==> config.mk <==
export PLATFORM = sky130hd
export DESIGN_NAME = mvt_out
export DESIGN_NICKNAME = d
export VERILOG_FILES = /design/src/design/mvt_pkg.sv /design/src/design/mvt_out.sv
export SDC_FILE = /design/constraint.sdc
export NUM_CORES = 1
export LEC_CHECK = 0
export ABC_AREA = 1
export BUFFER_PORTS_ARGS = -buffer_cell sky130_fd_sc_hd__buf_4
export CAP_MARGIN = 10
export CORE_AREA = 3 3 206 208
export DETAILED_ROUTE_END_ITERATION = 8
export DIE_AREA = 0 0 209 211
export GPL_TIMING_DRIVEN = 0
export PLACE_DENSITY = 0.79
export SETUP_SLACK_MARGIN = 0.02
export SLEW_MARGIN = 20
export SYNTH_ARGS = -nofsm -noshare
export SYNTH_HDL_FRONTEND = slang
export SYNTH_SLANG_ARGS = --single-unit
==> constraint.sdc <==
create_clock -name clock -period 3.25 [get_ports clock]
set_clock_uncertainty 0.15 [all_clocks]
set_input_delay 0.1625 -clock clock [delete_from_list [all_inputs] [get_ports clock]]
set_output_delay 0.1625 -clock clock [all_outputs]
set_load 0.05 [all_outputs]
==> src/design/mvt_pkg.sv <==
`timescale 1ns / 1ps
// ----------------------------------------------------------------------------
// mvt_pkg: shared types and constants for the 4x4 matrix-vector transform
// Operation codes, element geometry and the request record that moves along
// the cell chain.
// ----------------------------------------------------------------------------
package mvt_pkg;

   localparam int N_CELLS       = 4;
   localparam int ELEM_W        = 32;
   localparam int OP_W          = 2;
   localparam int IDX_W         = 2;
   localparam int FRAC_BITS_DEF = 16;

   localparam logic [OP_W-1:0] OP_WRITE     = 2'd0;
   localparam logic [OP_W-1:0] OP_TRANSPOSE = 2'd1;
   localparam logic [OP_W-1:0] OP_MAT_VEC   = 2'd2;
   localparam logic [OP_W-1:0] OP_VEC_MAT   = 2'd3;

   typedef struct packed {
      logic                             valid;
      logic [OP_W-1:0]                  op;
      logic [IDX_W-1:0]                 row;
      logic [IDX_W-1:0]                 col;
      logic [ELEM_W-1:0]                value;
      logic [N_CELLS-1:0][ELEM_W-1:0]   vec;
   } req_type;

endpackage

==> src/design/mvt_out.sv <==
`timescale 1ns / 1ps
// ----------------------------------------------------------------------------
// mvt_out: final sum, saturation and result register
// Adds the last cell's products, clamps each component to 32 bits and holds
// the result until it is taken.
// ----------------------------------------------------------------------------
module mvt_out #(
   parameter int FRAC_BITS  = mvt_pkg::FRAC_BITS_DEF,
   localparam int PROD_W    = 2 * mvt_pkg::ELEM_W - FRAC_BITS,
   localparam int SUM_W     = PROD_W + 2
) (
   input  logic                                          clock,
   input  logic                                          reset,
   input  logic                                          load,
   input  logic [mvt_pkg::N_CELLS-1:0][SUM_W-1:0]         acc,
   input  logic [mvt_pkg::N_CELLS-1:0][PROD_W-1:0]        prod,
   input  logic                                          rsp_ready,
   output logic                                          rsp_valid,
   output logic [mvt_pkg::N_CELLS-1:0][mvt_pkg::ELEM_W-1:0] rsp_res,
   output logic                                          rsp_overflow
);

   localparam int N  = mvt_pkg::N_CELLS;
   localparam int EW = mvt_pkg::ELEM_W;
   localparam logic signed [SUM_W-1:0] SAT_HI = {{(SUM_W-EW){1'b0}}, 1'b0, {(EW-1){1'b1}}};
   localparam logic signed [SUM_W-1:0] SAT_LO = {{(SUM_W-EW){1'b1}}, 1'b1, {(EW-1){1'b0}}};

   logic [N-1:0][SUM_W-1:0] total;
   logic [N-1:0][EW-1:0]    res_in, res_ff;
   logic [N-1:0]            sat;
   logic                    valid_ff, ovf_ff;

   always_comb begin
      for (int i = 0; i < N; i++) begin
         total[i] = acc[i] + {{2{prod[i][PROD_W-1]}}, prod[i]};
         if ($signed(total[i]) > SAT_HI) begin
            res_in[i] = SAT_HI[EW-1:0];
            sat[i]    = 1'b1;
         end else if ($signed(total[i]) < SAT_LO) begin
            res_in[i] = SAT_LO[EW-1:0];
            sat[i]    = 1'b1;
         end else begin
            res_in[i] = total[i][EW-1:0];
            sat[i]    = 1'b0;
         end
      end
   end

   always_ff @(posedge clock) begin
      if (reset) begin
         valid_ff <= 1'b0;
      end else if (load) begin
         valid_ff <= 1'b1;
      end else if (rsp_ready) begin
         valid_ff <= 1'b0;
      end
   end

   always_ff @(posedge clock) begin
      if (load) begin
         res_ff <= res_in;
         ovf_ff <= |sat;
      end
   end

   assign rsp_valid    = valid_ff;
   assign rsp_res      = res_ff;
   assign rsp_overflow = ovf_ff;

endmodule

# == After elaboration in Yosys (flattened, before gate mapping) ==
# Cells that the tools add are included.
# totals
input_bits,396
register_bits,130
output_inout_bits,130
elab_cells,34
# op_classes
n_lt_le_gt_ge,8
n_mux,14
addsub,4
reduce_logical,2
# op_table
cell,n
50-bit adder,4
"50-bit by 32-bit > comparator with 1-bit output, second input constant",4
"50-bit by 32-bit < comparator with 1-bit output, second input constant",4
32-bit 2-to-1 mux,4
1-bit 2-to-1 mux,10
4-bit OR reduction,1
2-bit nonzero test,1

# == Depth between registers and ports, before layout ==
# Gate-level depths: netlist (run 1).
# logic_depth
ltp_word,5
ltp_mapped,24

# == Least setup slack after synthesis (run 1) ==
# Ideal clock, no wire load.
# synth_timing
path_kind,input -> register
from,input acc[150] in the netlist's numbering
to,"register res_ff, in the netlist rsp_res[119], data pin"
setup_slack_ns,0.521
setup_time_ns,0.263
cell_stages,22
path_buffers,1
required_ns,2.837
arrival_time_ns,2.316
cell_sequence,ha_1 inv_1 fa_1 inv_1 nand3_1 nand2_1 nand2_1 nand2_1 nand2_1 nand2_2 nand2_1 nand2_1 nand2_1 nand3_1 nand2_1 nor2_1 nand2_1 nor2_1 nand2_1 nand2_1 clkbuf_2 o21ai_2
# synth_between
elab_chain_cells,3
word_cells_on_any_way,4
cone_classes,add/sub: 1; order compare: 2; mux: 1
# synth_rtl
item,line_no,rtl
from (decl),mvt_out.sv:15,"input logic [mvt_pkg::N_CELLS-1:0][SUM_W-1:0] acc,"
50-bit adder (*),mvt_out.sv:35,"total[i] = acc[i] + {{2{prod[i][PROD_W-1]}}, prod[i]};"
50-bit by 32-bit < comparator with 1-bit output,mvt_out.sv:39,end else if ($signed(total[i]) < SAT_LO) begin
32-bit 2-to-1 mux,mvt_out.sv:39,
to (signal assigned),mvt_out.sv:61,res_ff <= res_in;
to (decl),mvt_out.sv:29,"logic [N-1:0][EW-1:0] res_in, res_ff;"
# Every way passes the cells marked *; elsewhere a longest branch is shown, timed or not.
# A chain may end at the register's enable or synchronous reset.

# == Final worst setup path (run 1) ==
# layout_timing
from,input acc[34] in the netlist's numbering
to,"register res_ff, in the netlist rsp_res[15], data pin"
# Same word-level chain as after synthesis.

==> results of run 1 <==
## metrics by stage
stage | instance area, um2 | worst slack (ns) | util
floorplan | 21800 | 0.521 | -
global placement | 26400 | -0.606 | 0.649
detailed placement | 26500 | -0.667 | 0.649
CTS | 27100 | 0.0265 | 0.665
global route | 27200 | 0.0224 | 0.667
finish | 27200 | 0.118 | 0.667
## synth_stat cells, drive strengths merged, types with 6 or more instances
cell | instances | share of area
nor2 | 401 | 0.071
xor2 | 63 | 0.025
and2 | 6 | 0.0018
a21oi | 241 | 0.056
edfxtp | 129 | 0.18
nor3 | 22 | 0.0055
nand2 | 1531 | 0.27
o21bai | 47 | 0.016
buf | 23 | 0.0067
xnor2 | 66 | 0.027
a21boi | 10 | 0.0036
inv | 635 | 0.11
ha | 196 | 0.11
nand4 | 114 | 0.033
nand3 | 183 | 0.042
o21ai | 137 | 0.034
## cell usage in the layout (no fill, tap or decap), drive strengths merged, types with 5 or more instances in the layout
master       instances
nand4              114
xnor2               66
nor3                22
o21ai              137
nand3              183
clkinv               5
ha                 196
a31oi                5
clkbuf              25
and2                 6
or2                  5
buf                544
nor2               401
xor2                63
inv                640
o21bai              47
nand2             1531
dlygate4sd3          6
a21boi              10
a21oi              241
edfxtp             129
## kinds of logic (layout without fill, tap and decap cells)
kind of cell	Yosys count	after routing	synth area share
AOI/OAI and AO/OA	448	448	0.113
xor gates and xnor gates	129	129	0.0521
adders and majority gates	200	200	0.116
buffers and inverters	660	1224	0.116
DFF	130	130	0.179
other	0	3	0
and+or+nand+nor	2273	2273	0.424
## path summary, 6_finish.rpt
path,start,slack [ns],to
worst max-delay path,acc[34],0.12,rsp_res[15]$_SDFFCE_PN1P_
worst min-delay path,prod[144],0.03,rsp_res[96]$_SDFFCE_PN1P_
worst max register to register,rsp_valid$_SDFFE_PP0P_,1.94,rsp_valid$_SDFFE_PP0P_
worst min register to register,rsp_valid$_SDFFE_PP0P_,0.92,rsp_valid$_SDFFE_PP0P_
## layout make-up
type                       count  area [um2]
antenna                        3        7.51
inverter                     635        2380
clock buffer                  18         429
sequential                   130        3890
timing repair buffer         532        4030
multi-input combinational   3050       15500
buffer                        25         181
clock inverter                14         131
tap                          532         666
fill                        3983       13600
## timing repair
item                                   in CTS  in global routing
gates resized for setup                     5                 34
pin swaps                                   0                  1
endpoints found under the hold margin       6                  0
cloned                                      0                  0
setup endpoints to repair                  37                124
buffers inserted                            0                  0
hold buffers                                6                  0
## report_power, final
part	internal [W]	total, W	switching (W)	leakage (nW)
clock network	0.00106	0.00194	0.000875	0.266
logic	0.00203	0.00624	0.00422	13.6
registers	0.00229	0.00239	0.0000980	1.28
## critical path, cell delays in order
cell     delay, ns
buf_4         0.11
ha_1          0.44
nand2_1       0.17
nor2_1        0.39
nand2_1       0.20
nor3_1        0.30
nand4_1       0.19
nand4_1       0.14
nand2_1       0.08
nor2_1        0.10
nand2_1       0.05
nor2_1        0.08
nand3_1       0.16
nand2_2       0.20
buf_4         0.27
nand2_1       0.14
nand2_1       0.11
## layer usage
layer,vias to the layer above,share of wire,routed length (um),global-route usage
met5,-,0,0,0
met2,1295,0.46,39300,0.627
met1,11792,0.40,34800,0.468
li1,13324,-,-,-
met3,235,0.090,7740,0.0676
met4,0,0.053,4540,0.183
## registers in the layout, summed over array words and instances (netlist names)
register / count
rsp_res: 128
rsp_overflow: 1
rsp_valid: 1
==> results.md, run 1 <==
* Status: finished clean
* Max Cap Viol at 0
* Endpoints failing hold at 0
* Placeable Area at 40700 um2
* Placed Instances at 4898
* DIE WIDTH at 209 um
* Die height at 211 um
* Post-DP HPWL at 75000 um
* Layout cells sized above 1 at 0.152
* Gr usage total at 0.375
* Fmax at 319 MHz
* Grt ovf at 0
* Yosys reg bits at 130
* Post-Route WL at just under 90000 um
* Num CTS Buffers at 17
* Die area at ~44000 um2
* Residual DRC at 0
* H-tree levels at 4
* Slew @ Worst Pin at 0.599 ns
* Ys async rst share at 0
* Top_reg_cell synth: edfxtp_1
* Hold Slack at between 0.02 and 0.03 ns
* Drt pass-1 iters at 8
* Synth Cell Area at 21800 um2
* Skew-Pair Late Insertion Delay at about 0.47 ns
* Cell Count, Final, Fillers Out at between 4000 and 5000
* Post-synthesis cell type count at 46
* Max Transition Viols Final at 0
* Pin count of the biggest net entering global routing at 80
* Pleak at 15.1 nW
* TritonCTS clock tree: yes
* VDD IR-drop max at 421 uV
* I/O pins at 526
* Worst setup EP type: flop
* Initial drt markers at approximately 2400
* Unrepaired setup endpoints after global routing: no
* Final setup viols at 0
* Tot Pwr at about 0.011 W
* Clock sinks at 130
* Kind of critical path: input pin to flop
* First-pass GRT wire length at about 130000 um
* Wirelength per Cell at around 17 um
* Cell count of the worst hold path at 4
* Synthesis-to-layout area growth at 24.6%
* Number of synthesized flops with an enable pin at between 100 and 150
* Initial Util at 0.535
* Fin Setup TNS at 0 ns
* Vias in the first global route at 24451
* YS warnings at 0
* Tcrit/Tclk final at 0.964
* Syn_nets at 4436
* Sequential share of the synthesized area at 0.179
* Nets at approximately 5000
* Crit path DAT at 3.31 ns
* Vias per inst at 5.40
* Detailed-route via count at 26646
* Min cycle time layout at 3.13 ns
* Num rows at 74
* Antenna viol nets, final at 0
* Worst rel slew slack at 0.596
* P per Cell Area at 389 nW/um2
* Worst-path clk slew at about 0.060 ns
* Gpl congestion at 1.07
* Initial antenna violation count at 3
* Cells after synthesis at 3840
* CP required at 3.43 ns
* R2R cell count at 3
* CP startpoint kind: input pin
* Clock Tree Buf Depth at 2
* CTS Root Cell: clkbuf_16
* Worst min path class: input pin to flop
* Port bufs at 525
* Post-Syn Area per Cell at roughly 5.7 um2
* CP max FO at 10
(Power assumes the default switching activity.)
==> run 2, diff against run 1 <==
Clock period 3.25 ns to 3.4 ns, I/O delays scaled along.
==> results.md, run 2 (synthesis gave the netlist of run 1 again) <==
* Fin area at 27100 um2 (-0.14%)
* Num rows at 74 (unchanged)
* Skew-Pair Late Insertion Delay at 0.47 ns (about the same)
* Drt pass-1 iters at 8 (unchanged)
* H-tree levels at 4 (unchanged)
* CP max FO at 10 (unchanged)
* Reg-to-Reg End: rsp_valid$_SDFFE_PP0P_
* Final Core Density at 0.666 (-0.000952)
* Most frequent CP cell: nand2_1
* RR Startpoint: rsp_valid$_SDFFE_PP0P_
* Vias per inst at 5.39 (-0.15%)
* P per Cell Area at 371 nW/um2 (-4.5%)
* Tcrit/Tclk final at 0.937
* Pin count of the biggest net entering global routing at 80 (unchanged)
* Nets at 4987 (unchanged)
* Clock Tree Buf Depth at 2 (unchanged)
* Initial drt markers at 2215 (-7.4%)
* Hold Path Sink: rsp_res[96]$_SDFFCE_PN1P_
* Post-Route WL at 86500 um (+0.13%)
* Commonest non-fill, non-tap cells in the layout: nand2_1, inv_1, buf_4
* Initial antenna violation count at 3 (unchanged)
* Grt ovf at 0 (unchanged)
* Crit path DAT at 3.24 ns (-0.07 ns)
* Residual DRC at 0 (unchanged)
* Setup Fix Bufs, Post-CTS at 0 (unchanged)
* TritonCTS clock tree: yes
* Pleak at 15.1 nW (about the same)
* Detailed-route via count at 26607 (-0.15%)
* CP startpoint kind: input pin
* Fmax at 314 MHz
* R2R cell count at 3 (unchanged)
* CP Cell Sequence: buf_4 > ha_1 > inv_1 > fa_1 > inv_1 > nand3_1 > nand2_2 > nand2_1 > nand2_1 > nand2_1 > nand2_2 > nand2_1 > nand3_1 > nand2_1 > nand2_1 > nand2_1 > nor2_1 > nand2_1 > nor2_1 > nand2_1 > nand2_1 > clkbuf_4 > nand2_1
* First-pass GRT wire length at 130000 um (about the same)
* CP required at 3.46 ns (+0.03 ns)
* Endpoints failing hold at 0 (unchanged)
* Placeable Area at 40700 um2 (unchanged)
* Min cycle time layout at between 3 and 4 ns
* Worst path bufs/invs at 4 (+2)
* Wirelength per Cell at 17.5 um (+0.13%)
* Worst rel slew slack at 0.594 (-0.00206)
* Status: finished clean
* Num CTS Buffers at 17 (unchanged)
* Reg2reg setup slack at 2.08 ns (+0.14 ns)
* Crit-path max cell delay at 0.38 ns (-0.06 ns)
* Unrepaired setup endpoints after global routing: yes
* Slew @ Worst Pin at 0.604 ns (+0.00478 ns)
* Hold Crit Start: prod[144]
* Port bufs at 525 (unchanged)
* Worst-path clk slew at 0.06 ns (about the same)
* Kind of critical path: input pin to flop
* Final setup viols at 0 (unchanged)
* Max FFs per register at 128 (unchanged)
* Post-DP HPWL at 75000 um (unchanged)
* Most common cell after layout, fill and taps aside: nand2_1
* Initial Util at 0.535 (unchanged)
* Worst setup EP type: flop
* Max Cap Viol at 0 (unchanged)
* Slowest CP cell: fa_1
* Fillers at 3986 (+0.075%)
* CTS Root Cell: clkbuf_16
* Max Transition Viols Final at 0 (unchanged)
* Placed Instance Area at 26500 um2 (unchanged)
* Synthesis-to-layout area growth at 24.4%
* CP delay by family, top: simple AND/OR/NAND/NOR gates
* Register Area at 3890 um2 (unchanged)
* I/O pins at 526 (unchanged)
* Layout cells sized above 1 at 0.150 (-0.00227)
* Gr usage total at 0.374 (about the same)
* Cell count of the worst hold path at 4 (unchanged)
* Area occupied by multi-input gates at 15400 um2 (-0.21%)
* Die area at 44100 um2 (unchanged)
* Vias in the first global route at 24443 (-0.033%)
* Die height at 211 um (unchanged)
* VDD IR-drop max at 402 uV (-4.5%)
* DIE WIDTH at 209 um (unchanged)
* Clock sinks at 130 (unchanged)
* Antenna viol nets, final at 0 (unchanged)
* Gpl congestion at 1.07 (unchanged)
* Worst min path class: input pin to flop
-- run 2: final cells by class --
cell class                      instances  share of cell area
Antenna cell                            3            0.000277
Buffer                                 25             0.00645
Clock buffer                           18              0.0158
Clock inverter                         14             0.00484
Inverter                              635              0.0878
Multi-Input combinational cell       3050               0.568
Sequential cell                       130               0.143
Tap cell                              532              0.0245
Timing Repair Buffer                  532               0.149
-- run 2: how the worst max path moves through the flow --
| stage | startpoint | to | cells past startpoint |
|---|---|---|---|
| 2_1_floorplan | acc[150] | rsp_res[119]$_SDFFCE_PN1P_ | 22 |
| 3_3_place_gp | acc[40] | rsp_res[15]$_SDFFCE_PN1P_ | 19 |
| 3_5_place_dp | acc[100] | rsp_res[67]$_SDFFCE_PN1P_ | 19 |
| 4_1_cts | acc[100] | rsp_res[67]$_SDFFCE_PN1P_ | 21 |
| 5_1_grt | acc[0] | rsp_res[20]$_SDFFCE_PN1P_ | 23 |
| 6_report | prod[144] | rsp_res[96]$_SDFFCE_PN1P_ | 23 |
-- run 2: layer usage --
layer  vias up  GRT usage  routed length, um
li1      13303          -                  -
met1     11735      0.467              34700
met2      1342      0.628              39500
met3       227     0.0688               8000
met4         0      0.179               4370
met5         -          0                  0
-- run 2: timing repair --
item                       4_1_cts  5_1_grt
resized for setup                1       23
hold endpoints to repair         5        0
hold buffers                     6        0
setup endpoints to repair       21      110
-- run 2: report_power, final --
group	switching (W)	internal, W	leakage [nW]
clock network	0.000830	0.00101	0.266
registers	0.0000932	0.00219	1.28
logic	0.00403	0.00193	13.6
-- run 2: through the flow --
| step | power [W] | setup slack [ns] | TNS, ns | hold slack [ns] | std cells |
|---|---|---|---|---|---|
| detailed placement | 0.00811 | -0.524 | -35.00 | 0.179 | 4898 |
| floorplan | 0.00614 | 0.663 | 0 | 0.0924 | 3840 |
| finish | 0.0101 | 0.213 | 0 | 0.0402 | 4939 |
| CTS | 0.00995 | 0.103 | 0 | 0.0151 | 4936 |
| global route | 0.0106 | 0.0250 | 0 | 0.0259 | 4939 |
| global placement | 0.00805 | -0.464 | -36.03 | 0.175 | 4897 |
-- run 2: worst reg2reg max path, cell delays in order, from the launching register on --
cell,delay (ns)
dfxtp_1,0.31
a21oi_1,0.13
nor2_1,0.06
dlygate4sd3_1,0.55
